### src/sam_pkg.sv
// Shared types, register indexes and helpers for the stacked alpha mask combiner.
// No dependencies; every other file but sam_if imports this package.
package sam_pkg;

	localparam int CFG_W = 14;
	localparam int IDX_W = 3;

	localparam logic [IDX_W-1:0] REG_INVERSE  = 3'd0;
	localparam logic [IDX_W-1:0] REG_OUT_OPAC = 3'd1;
	localparam logic [IDX_W-1:0] REG_WIDTH    = 3'd2;
	localparam logic [IDX_W-1:0] REG_HEIGHT   = 3'd3;
	localparam logic [IDX_W-1:0] REG_LEFT     = 3'd4;
	localparam logic [IDX_W-1:0] REG_TOP      = 3'd5;
	localparam logic [IDX_W-1:0] REG_RIGHT    = 3'd6;
	localparam logic [IDX_W-1:0] REG_BOTTOM   = 3'd7;

	localparam logic [7:0] ALPHA_MAX = 8'd255;

	typedef struct packed {
		logic        inverse;
		logic [7:0]  outside_opacity;
		logic [12:0] mask_width;
		logic [12:0] mask_height;
		logic [13:0] region_left;
		logic [13:0] region_top;
		logic [13:0] region_right;
		logic [13:0] region_bottom;
	} cfg_t;

	typedef struct packed {
		logic in_region;
		logic row_end;
		logic mask_end;
	} pos_t;

	typedef struct packed {
		logic [7:0] alpha;
		logic [7:0] factor;
		logic       row_end;
		logic       mask_end;
	} blend_t;

	// floor(x / 255) for any product of two bytes (x up to 255 * 255)
	function automatic logic [7:0] div255(input logic [15:0] x);
		logic [16:0] t;
		begin
			t = {1'b0, x} + {9'd0, x[15:8]} + 17'd1;
			div255 = t[15:8];
		end
	endfunction

endpackage

### src/sam_if.sv
// Valid/ready channel interfaces for input and result words.
// Depends on nothing.
interface sam_in_if;
	logic       valid;
	logic       ready;
	logic [7:0] source_alpha;
	logic [7:0] prev_alpha;
	modport source(output valid, source_alpha, prev_alpha, input ready);
	modport sink(input valid, source_alpha, prev_alpha, output ready);
endinterface

interface sam_out_if;
	logic       valid;
	logic       ready;
	logic [7:0] mask_alpha;
	logic       row_end;
	logic       mask_end;
	modport source(output valid, mask_alpha, row_end, mask_end, input ready);
	modport sink(input valid, mask_alpha, row_end, mask_end, output ready);
endinterface

### src/stacked_alpha_mask_combine.sv
// Stacked alpha mask combiner, top level: config, position, input and result registers.
// Depends on sam_pkg, sam_if, sam_cfg, sam_pos and sam_blend.
//
//   channel   dir   word
//   pix_in    in    source_alpha, prev_alpha
//   pix_out   out   mask_alpha, row_end, mask_end
//   cfg_*     in    write enable, register index, data
//
// One word per cycle sustained while the output is ready; two registers (input register, result register).
// Counters and control clear on arst_n; config writes never touch the counters.
// A stalled output holds its word while one more word waits in the input register.
module stacked_alpha_mask_combine #(
	parameter int MAX_DIM = 4096
) (
	input  logic                       clk,
	input  logic                       arst_n,
	sam_in_if.sink                     pix_in,
	sam_out_if.source                  pix_out,
	input  logic                       cfg_we,
	input  logic [sam_pkg::IDX_W-1:0]  cfg_index,
	input  logic [sam_pkg::CFG_W-1:0]  cfg_data
);
	import sam_pkg::*;

	cfg_t   cfg;
	pos_t   pos;
	blend_t data_s1;
	logic   valid_s1;
	logic   take;
	logic   accept;
	logic [7:0] alpha_in;

	sam_cfg u_cfg (
		.clk       (clk),
		.arst_n    (arst_n),
		.cfg_we    (cfg_we),
		.cfg_index (cfg_index),
		.cfg_data  (cfg_data),
		.cfg       (cfg)
	);

	sam_pos #(.MAX_DIM(MAX_DIM)) u_pos (
		.clk    (clk),
		.arst_n (arst_n),
		.cfg    (cfg),
		.step   (accept),
		.pos    (pos)
	);

	assign pix_in.ready = !valid_s1 || take;
	assign accept       = pix_in.valid && pix_in.ready;
	assign alpha_in     = cfg.inverse ? ALPHA_MAX - pix_in.source_alpha : pix_in.source_alpha;

	always_ff @(posedge clk or negedge arst_n) begin
		if (!arst_n)
			valid_s1 <= 1'b0;
		else if (pix_in.ready)
			valid_s1 <= pix_in.valid;
	end

	always_ff @(posedge clk) begin
		if (accept) begin
			data_s1.alpha    <= alpha_in;
			data_s1.factor   <= pos.in_region ? pix_in.prev_alpha : cfg.outside_opacity;
			data_s1.row_end  <= pos.row_end;
			data_s1.mask_end <= pos.mask_end;
		end
	end

	sam_blend u_blend (
		.clk      (clk),
		.arst_n   (arst_n),
		.valid_s1 (valid_s1),
		.data_s1  (data_s1),
		.take     (take),
		.pix_out  (pix_out)
	);
endmodule

### src/sam_cfg.sv
// Configuration register file of the stacked alpha mask combiner.
// Depends on sam_pkg.
module sam_cfg (
	input  logic                       clk,
	input  logic                       arst_n,
	input  logic                       cfg_we,
	input  logic [sam_pkg::IDX_W-1:0]  cfg_index,
	input  logic [sam_pkg::CFG_W-1:0]  cfg_data,
	output sam_pkg::cfg_t              cfg
);
	import sam_pkg::*;

	cfg_t cfg_q;

	always_ff @(posedge clk or negedge arst_n) begin
		if (!arst_n) begin
			cfg_q.inverse         <= 1'b0;
			cfg_q.outside_opacity <= ALPHA_MAX;
			cfg_q.mask_width      <= 13'd1;
			cfg_q.mask_height     <= 13'd1;
			cfg_q.region_left     <= 14'd0;
			cfg_q.region_top      <= 14'd0;
			cfg_q.region_right    <= 14'h3FFF;
			cfg_q.region_bottom   <= 14'h3FFF;
		end else if (cfg_we) begin
			unique case (cfg_index)
				REG_INVERSE:  cfg_q.inverse         <= cfg_data[0];
				REG_OUT_OPAC: cfg_q.outside_opacity <= cfg_data[7:0];
				REG_WIDTH:    cfg_q.mask_width      <= cfg_data[12:0];
				REG_HEIGHT:   cfg_q.mask_height     <= cfg_data[12:0];
				REG_LEFT:     cfg_q.region_left     <= cfg_data;
				REG_TOP:      cfg_q.region_top      <= cfg_data;
				REG_RIGHT:    cfg_q.region_right    <= cfg_data;
				REG_BOTTOM:   cfg_q.region_bottom   <= cfg_data;
				default: ;
			endcase
		end
	end

	assign cfg = cfg_q;
endmodule

### src/sam_pos.sv
// Raster position tracker: column/row counters, region test, row and mask end.
// Depends on sam_pkg.
module sam_pos #(
	parameter int MAX_DIM = 4096
) (
	input  logic          clk,
	input  logic          arst_n,
	input  sam_pkg::cfg_t cfg,
	input  logic          step,
	output sam_pkg::pos_t pos
);
	import sam_pkg::*;

	localparam int CW = $clog2(MAX_DIM);
	localparam logic [13:0] DIM_MAX = 14'(MAX_DIM);

	logic [CW-1:0] col_q, row_q;
	logic [13:0]   w_clamp, h_clamp, last_col, last_row;
	logic signed [15:0] px, py, right_x, bottom_y;
	logic row_end, mask_end;

	always_comb begin
		w_clamp = {1'b0, cfg.mask_width};
		if (w_clamp == 14'd0)
			w_clamp = 14'd1;
		else if (w_clamp > DIM_MAX)
			w_clamp = DIM_MAX;
		h_clamp = {1'b0, cfg.mask_height};
		if (h_clamp == 14'd0)
			h_clamp = 14'd1;
		else if (h_clamp > DIM_MAX)
			h_clamp = DIM_MAX;
	end

	assign last_col = w_clamp - 14'd1;
	assign last_row = h_clamp - 14'd1;
	assign row_end  = {{(14-CW){1'b0}}, col_q} >= last_col;
	assign mask_end = row_end && ({{(14-CW){1'b0}}, row_q} >= last_row);

	assign px = {{2{cfg.region_left[13]}}, cfg.region_left} + {{(16-CW){1'b0}}, col_q};
	assign py = {{2{cfg.region_top[13]}}, cfg.region_top} + {{(16-CW){1'b0}}, row_q};
	assign right_x  = {{2{cfg.region_right[13]}}, cfg.region_right};
	assign bottom_y = {{2{cfg.region_bottom[13]}}, cfg.region_bottom};

	assign pos.in_region = !px[15] && !py[15] && (px <= right_x) && (py <= bottom_y);
	assign pos.row_end   = row_end;
	assign pos.mask_end  = mask_end;

	always_ff @(posedge clk or negedge arst_n) begin
		if (!arst_n) begin
			col_q <= '0;
			row_q <= '0;
		end else if (step) begin
			if (row_end) begin
				col_q <= '0;
				row_q <= mask_end ? '0 : row_q + CW'(1);
			end else begin
				col_q <= col_q + CW'(1);
			end
		end
	end
endmodule

### src/sam_blend.sv
// Result stage: alpha times factor, divided by 255, held in the output register.
// Depends on sam_pkg and sam_if.
module sam_blend (
	input  logic              clk,
	input  logic              arst_n,
	input  logic              valid_s1,
	input  sam_pkg::blend_t   data_s1,
	output logic              take,
	sam_out_if.source         pix_out
);
	import sam_pkg::*;

	logic        valid_q;
	logic [7:0]  alpha_q;
	logic        row_end_q, mask_end_q;
	logic [15:0] prod;

	assign take = !valid_q || pix_out.ready;
	assign prod = 16'(data_s1.alpha) * 16'(data_s1.factor);

	always_ff @(posedge clk or negedge arst_n) begin
		if (!arst_n)
			valid_q <= 1'b0;
		else if (take)
			valid_q <= valid_s1;
	end

	always_ff @(posedge clk) begin
		if (take && valid_s1) begin
			alpha_q    <= div255(prod);
			row_end_q  <= data_s1.row_end;
			mask_end_q <= data_s1.mask_end;
		end
	end

	assign pix_out.valid      = valid_q;
	assign pix_out.mask_alpha = alpha_q;
	assign pix_out.row_end    = row_end_q;
	assign pix_out.mask_end   = mask_end_q;
endmodule

### src/flat_wrapper.sv
// flat-port wrapper written by rule: the top's interface ports become plain ports
module stacked_alpha_mask_combine_flat import sam_pkg::*;
#(
	parameter int MAX_DIM = 4096
)
  (clk, arst_n, cfg_we, cfg_index, cfg_data, pix_in_valid, pix_in_source_alpha, pix_in_prev_alpha, pix_in_ready, pix_out_valid, pix_out_mask_alpha, pix_out_row_end, pix_out_mask_end, pix_out_ready);
  sam_in_if pix_in_i ();
  sam_out_if pix_out_i ();
  input  logic clk;
  input  logic arst_n;
  input  logic cfg_we;
  input  logic [sam_pkg::IDX_W-1:0] cfg_index;
  input  logic [sam_pkg::CFG_W-1:0] cfg_data;
  input wire logic [$bits(pix_in_i.valid)-1:0] pix_in_valid;
  input wire logic [$bits(pix_in_i.source_alpha)-1:0] pix_in_source_alpha;
  input wire logic [$bits(pix_in_i.prev_alpha)-1:0] pix_in_prev_alpha;
  output wire logic [$bits(pix_in_i.ready)-1:0] pix_in_ready;
  output wire logic [$bits(pix_out_i.valid)-1:0] pix_out_valid;
  output wire logic [$bits(pix_out_i.mask_alpha)-1:0] pix_out_mask_alpha;
  output wire logic [$bits(pix_out_i.row_end)-1:0] pix_out_row_end;
  output wire logic [$bits(pix_out_i.mask_end)-1:0] pix_out_mask_end;
  input wire logic [$bits(pix_out_i.ready)-1:0] pix_out_ready;
  assign pix_in_i.valid = pix_in_valid;
  assign pix_in_i.source_alpha = pix_in_source_alpha;
  assign pix_in_i.prev_alpha = pix_in_prev_alpha;
  assign pix_in_ready = pix_in_i.ready;
  assign pix_out_valid = pix_out_i.valid;
  assign pix_out_mask_alpha = pix_out_i.mask_alpha;
  assign pix_out_row_end = pix_out_i.row_end;
  assign pix_out_mask_end = pix_out_i.mask_end;
  assign pix_out_i.ready = pix_out_ready;
  stacked_alpha_mask_combine #(.MAX_DIM(MAX_DIM)) u_core (.clk(clk), .arst_n(arst_n), .pix_in(pix_in_i), .pix_out(pix_out_i), .cfg_we(cfg_we), .cfg_index(cfg_index), .cfg_data(cfg_data));
endmodule
### config.mk
export PLATFORM = sky130hd
export DESIGN_NAME = stacked_alpha_mask_combine_flat
export DESIGN_NICKNAME = d
export VERILOG_FILES = /design/src/sam_pkg.sv /design/src/sam_if.sv /design/src/stacked_alpha_mask_combine.sv /design/src/sam_cfg.sv /design/src/sam_pos.sv /design/src/sam_blend.sv /design/src/flat_wrapper.sv
export SDC_FILE = /design/constraint.sdc
export NUM_CORES = 1
export LEC_CHECK = 0
export BUFFER_PORTS_ARGS = -buffer_cell sky130_fd_sc_hd__buf_2
export CAP_MARGIN = 20
export CORE_MARGIN = 1
export CORE_UTILIZATION = 64
export DETAILED_ROUTE_END_ITERATION = 8
export PLACE_DENSITY = 0.82
export SYNTH_ARGS = -nofsm -noshare
export SYNTH_HDL_FRONTEND = slang
export SYNTH_HIERARCHICAL = 1
export SYNTH_SLANG_ARGS = --single-unit
export TNS_END_PERCENT = 1
### constraint.sdc
create_clock -name clk -period 7.3 [get_ports clk]
set_input_delay 0.73 -clock clk [delete_from_list [all_inputs] [get_ports clk]]
set_output_delay 0.73 -clock clk [all_outputs]
set_load 0.03 [all_outputs]
==> results.ini, run 1 <==
[run_status]
status = finished clean

[yosys]
synth-seq-cells = 145
yosysWarnings = 6
syn_inst = 1155
syn_nets = 1355
async_flop_share_pct = 80.7
synth_cell_types = 92
synthesis.area_um2 = 11800
synth_seq_area_share_pct = 32.2
synth_edf_count = 28
synth.avg_cell_area_um2 = 10.2
synthFlopType = dfrtp_1

[grt]
grt-ovfl-total = 0
grt_pass1_vias = 8942
grt_util_all_layers_pct = 30.2
antenna_found_initial = 0
grt_pass1_wl_um = 44100
grt_max_degree = 66

[sta]
slew-limit-headroom_pct = 37.4
max_freq_mhz = 154
setup_tns_ps = 0
rsz0062_at_grt = false
maxSlewViolCount = 0
hold_slack_ps = 397
fin_crit_ps = 6490
fin_skew_ps = 7.82
tightest_slew_ps = 934
period_share_pct = 88.9
setup_violations = 0
final_hold_viol_count = 0

[route]
drt-initial-drc-count = 764
vias = 9070
drtPass1Iterations = 6
wirelength_um = 27100
viasPerCell = 6.28
ant_nets = 0
drc = 0
wl_per_cell_um = 18.7

[final_layout]
seq_area_um2 = 3820
fillCellCount = 1325
multi_input_area_um2 = 7430
final_common_cell = ha_1
fin_nets = 1402
area_growth_pct = 9.55
insertedDiodeCount = 0
drive_gt1_share_pct = 22.2
mostFrequentLayoutCells = ha_1, inv_1, mux2_2
final_util_pct = 71.9

[setup_path]
end_kind = flip-flop
crit_arrival_ps = 6650
cp_max_fo = 8
cp-start-kind = flip-flop
cp.required_ps = 7470
critPathKind = reg2reg

[clock_network]
clock-sinks = 145
clockBufferDepth = 2
htree_levels = 4
clk_latency_ps = 420
ctsResizeCount = 0
postCtsHoldBufs = 0
root_buffer = clkbuf_16
cts_setup_buffers = 0
path_clk_slew_ps = 60
numCtsBuffers = 17
cts_tree = built

[floorplanning]
core_area_um2 = 18000
start_util_pct = 65.7
rows = 49
dieArea_um2 = 19000
die_x_um = 138
die_y_um = 138
io-pin-count = 50

[job]
drv_cap = 0

[place]
finalWeightedCongestion = 0.885
hpwlAfterDp_um = 19800
port_buffers = 49

[power]
worst_ir_drop_vdd_uv = 829
finalPower_w = 0.00665
leakage_nw = 5.84
p_per_area_nw_per_um2 = 513

[worst_hold_path]
hp-class = in2async

-- per-layer routing --
layer	track usage, %	wire length (um)
met3	4.97	1250
met2	51.5	13500
met4	12.6	726
met1	38.0	11600
met5	0	0
-- flip-flops by register name, indices dropped and copies added, names as in the netlist --
signal	cells
u_core/u_cfg/cfg	91
u_core/data_s1	18
u_core/u_pos/col_q	12
u_core/u_pos/row_q	12
u_core/u_blend/pix_out.mask_alpha	8
u_core/u_blend/pix_out.mask_end	1
u_core/u_blend/pix_out.row_end	1
u_core/u_blend/pix_out.valid	1
u_core/valid_s1	1
-- path summary, 6_finish.rpt --
kind | startpoint | end | slack, ps | depth (start not counted)
max in group asynchronous | arst_n | u_core/u_cfg/cfg[45] | 5740 | 2
min reg2reg | u_core/data_s1[0] | u_core/u_blend/pix_out.mask_end | 430 | 0
max | u_core/data_s1[10] | u_core/u_blend/pix_out.mask_alpha[6] | 810 | 21
max reg2reg | u_core/data_s1[10] | u_core/u_blend/pix_out.mask_alpha[6] | 810 | 21
min in group clk | u_core/data_s1[0] | u_core/u_blend/pix_out.mask_end | 430 | 0
min | arst_n | u_core/u_pos/row_q[10] | 400 | 1
-- cells in the mapped netlist, types with 4 or more instances --
library cell / number / area [um^2]
ha_1: 124 / 1550
inv_1: 116 / 435
mux2_2: 90 / 1010
dfrtp_1: 79 / 1980
and2_1: 61 / 382
nor2_1: 58 / 218
a21oi_1: 54 / 270
o21ai_0: 45 / 225
nand2_1: 42 / 158
dfstp_2: 38 / 998
fa_1: 38 / 761
xnor2_1: 30 / 263
edfxtp_1: 28 / 841
nor3_1: 27 / 135
nand3_1: 23 / 115
xor2_1: 22 / 193
nand4_1: 17 / 106
nor2b_1: 16 / 100
o21a_1: 16 / 120
a21o_1: 13 / 97.6
or3_1: 13 / 81.3
and3_1: 11 / 68.8
o211ai_1: 11 / 82.6
clkbuf_1: 10 / 37.5
nand2b_1: 10 / 62.6
o211ai_2: 9 / 113
a211oi_1: 8 / 60.1
buf_2: 8 / 40.0
mux2_4: 8 / 120
nor4_1: 7 / 43.8
a21boi_0: 6 / 45.0
buf_4: 6 / 45.0
o31ai_1: 6 / 45.0
o21bai_1: 5 / 37.5
a22o_1: 4 / 35.0
and4_1: 4 / 35.0
o2111ai_1: 4 / 35.0
o2111ai_2: 4 / 60.1
o22ai_1: 4 / 25.0
-- cell type report --
| cell class | instances | share of cell area, % |
|---|---|---|
| flip-flops and latches | 145 | 29.4 |
| well taps | 229 | 2.21 |
| multi-input cells | 863 | 57.3 |
| repair buffers | 57 | 2.35 |
| clock buffers | 24 | 4.12 |
| inverters | 118 | 3.44 |
| clock inverters | 8 | 1.11 |
-- power breakdown --
part	total (W)	switching [W]	internal (W)
Combinational	0.00438	0.00256	0.00181
Sequential	0.00128	0.000167	0.00112
Clock	0.000990	0.000340	0.000649
Total	0.00665	0.00307	0.00358
-- cell families after synthesis --
| logic type | after synthesis | synth area share, % |
|---|---|---|
| adders and majority gates | 162 | 19.5 |
| buffers and inverters | 147 | 5.19 |
| muxes | 102 | 9.94 |
| xor gates and xnor gates | 52 | 3.85 |
| DFF | 145 | 32.2 |
| and+or+nand+nor | 309 | 14.4 |
| AOI/OAI and AO/OA | 238 | 14.9 |
-- critical path, stage by stage, from the launching register on --
cell       delay (ps)
edfxtp_1          480
nand2_1           120
fa_1              520
fa_1              550
inv_1              60
fa_1              520
inv_1              50
fa_1              530
inv_1              40
ha_1              370
a21oi_2           220
o21ai_2           110
a2111oi_1         490
o31ai_1           220
and2_1            230
ha_1              310
a211o_1           270
a221oi_1          370
o21ai_0           190
o211ai_1          260
mux2i_1           230
nand3_1            80
-- through the flow --
| stage | cells | worst slack, ps | cell area [um^2] |
|---|---|---|---|
| detailed placement | 1411 | 855 | 12300 |
| finish | 1444 | 812 | 13000 |
| global route | 1444 | 489 | 13000 |
| global placement | 1411 | 961 | 12300 |
| CTS | 1443 | 845 | 13000 |
| floorplan | 1155 | 1350 | 11800 |
Note: power is estimated with default switching activity, not from simulation.
==> run 2, diff against run 1 <==
Settings changed: RECOVER_POWER set to 50.
==> results.ini, run 2 (synthesis results as in run 1) <==
[run_status]
status = complete, but fails checks
violations = max-capacitance violations, max-slew violations

[clock_network]
path_clk_slew_ps = 60
cts_tree = built
clk_latency_ps = 420
ctsResizeCount = 0
postCtsHoldBufs = 0
htree_levels = 4
numCtsBuffers = 17
clockBufferDepth = 2
root_buffer = clkbuf_16
cts_setup_buffers = 0
clock-sinks = 145

[power]
worst_ir_drop_vdd_uv = 829
leakage_nw = 5.80
power_frac_comb_pct = 65.8
p_int_w = 0.00357
p_seq_share_pct = 19.3
p_clk_share_pct = 14.9
power_switching_w = 0.00307
swShare_pct = 46.2
p_per_area_nw_per_um2 = 514

[setup_path]
r2r-start = u_core/data_s1[10]
crit_arrival_ps = 6640
end_kind = flip-flop
max_stage_delay_ps = 550
worstPathCellList = nand2_1 -> fa_1 -> fa_1 -> inv_1 -> fa_1 -> inv_1 -> fa_1 -> inv_1 -> ha_1 -> a21oi_2 -> o21ai_2 -> a2111oi_1 -> o31ai_1 -> and2_1 -> ha_1 -> a211o_1 -> a221oi_1 -> o21ai_0 -> o211ai_1 -> mux2i_1 -> nand3_1
cp.required_ps = 7470
cp-start-kind = flip-flop
path_delay_family = adder cells
cp_max_fo = 8
critPathKind = reg2reg
crit_slowest_cell = fa_1
critPathBufInv = 3
cp_common_cell = fa_1
startpoint = u_core/data_s1[10]

[place]
placedCellCount = 1411
finalWeightedCongestion = 0.885
port_buffers = 49
hpwlAfterDp_um = 19800

[route]
drtPass1Iterations = 6
ant_nets = 0
drc = 0
viasPerCell = 6.31
drt-initial-drc-count = 721
wirelength_um = 27100
wl_per_cell_um = 18.8
vias = 9115

[floorplanning]
start_util_pct = 65.7
die_x_um = 138
rows = 49
core_area_um2 = 18000
dieArea_um2 = 19000
io-pin-count = 50
die_y_um = 138

[sta]
max_freq_mhz = 154
setup_tns_ps = 0
maxSlewViolCount = 149
final_hold_viol_count = 0
fin_skew_ps = 8.03
period_share_pct = 88.7
rsz0062_at_grt = false
slew-limit-headroom_pct = -132
fin_crit_ps = 6470
setup_violations = 0
tightest_slew_ps = 3480

[grt]
grt_util_all_layers_pct = 30.2
grtUsageMet1_pct = 38.0
grt_pass1_vias = 8942
grt.busiest_layer = met2
grt_max_degree = 66
use_met2_pct = 51.5
antenna_found_initial = 0
grt-ovfl-total = 0
grtUsageMet3_pct = 4.97
grt_pass1_wl_um = 44100

[final_layout]
drive_gt1_share_pct = 20.8
mostFrequentLayoutCells = ha_1, inv_1, mux2_2
seq_area_um2 = 3820
multi_input_area_um2 = 7430
final_common_cell = ha_1
fin_nets = 1402
fillCellCount = 1333
area_growth_pct = 9.27
layout.cells.non_filler = 1444
largest_reg_flops = 91
insertedDiodeCount = 0

[worst_hold_path]
holdCritStartpoint = u_core/data_s1[0]
hp-class = reg2reg

[job]
drv_cap = 3

-- run 2: final timing paths --
| kind | endpoint | slack [ps] | cells after the start |
|---|---|---|---|
| min | u_core/u_blend/pix_out.mask_end | 430 | 0 |
| min in group asynchronous | u_core/u_pos/row_q[10] | 1480 | 1 |
| max in group asynchronous | u_core/u_pos/col_q[4] | 2020 | 2 |
| max reg2reg | u_core/u_blend/pix_out.mask_alpha[6] | 830 | 21 |
| min reg2reg | u_core/u_blend/pix_out.mask_end | 430 | 0 |
| max | u_core/u_blend/pix_out.mask_alpha[6] | 830 | 21 |
-- run 2: final cells by class --
type | instances | area share, %
sequential | 145 | 29.5
inverter | 118 | 3.44
clock inverter | 8 | 1.11
multi-input combinational | 863 | 57.4
clock buffer | 24 | 4.13
timing repair buffer | 57 | 2.16
tap | 229 | 2.22
-- run 2: through the flow --
step           utilization, %  setup WS, ps  instance area (um^2)  power [W]  hold slack [ps]
3_3_place_gp             68.1           961                 12300    0.00545              401
5_1_grt                  71.7           489                 12900    0.00724              428
2_1_floorplan               -          1350                 11800    0.00470              400
6_report                 71.7           826                 12900    0.00665              426
3_5_place_dp             68.1           855                 12300    0.00557              406
4_1_cts                  71.9           845                 13000    0.00661              427
-- run 2: power groups by stage --
stage	Sequential (W)	Combinational, W	Clock, W
detailed placement	0.00129	0.00428	0
CTS	0.00128	0.00433	0.00100
floorplan	0.00128	0.00342	0
global route	0.00131	0.00489	0.00104
global placement	0.00128	0.00417	0
finish	0.00129	0.00437	0.000991
-- run 2: metal layers --
metal | vias up | wire (um)
met5 | - | 0
met3 | 64 | 1410
met1 | 4474 | 11400
met2 | 338 | 13600
li1 | 4239 | -
met4 | 0 | 703
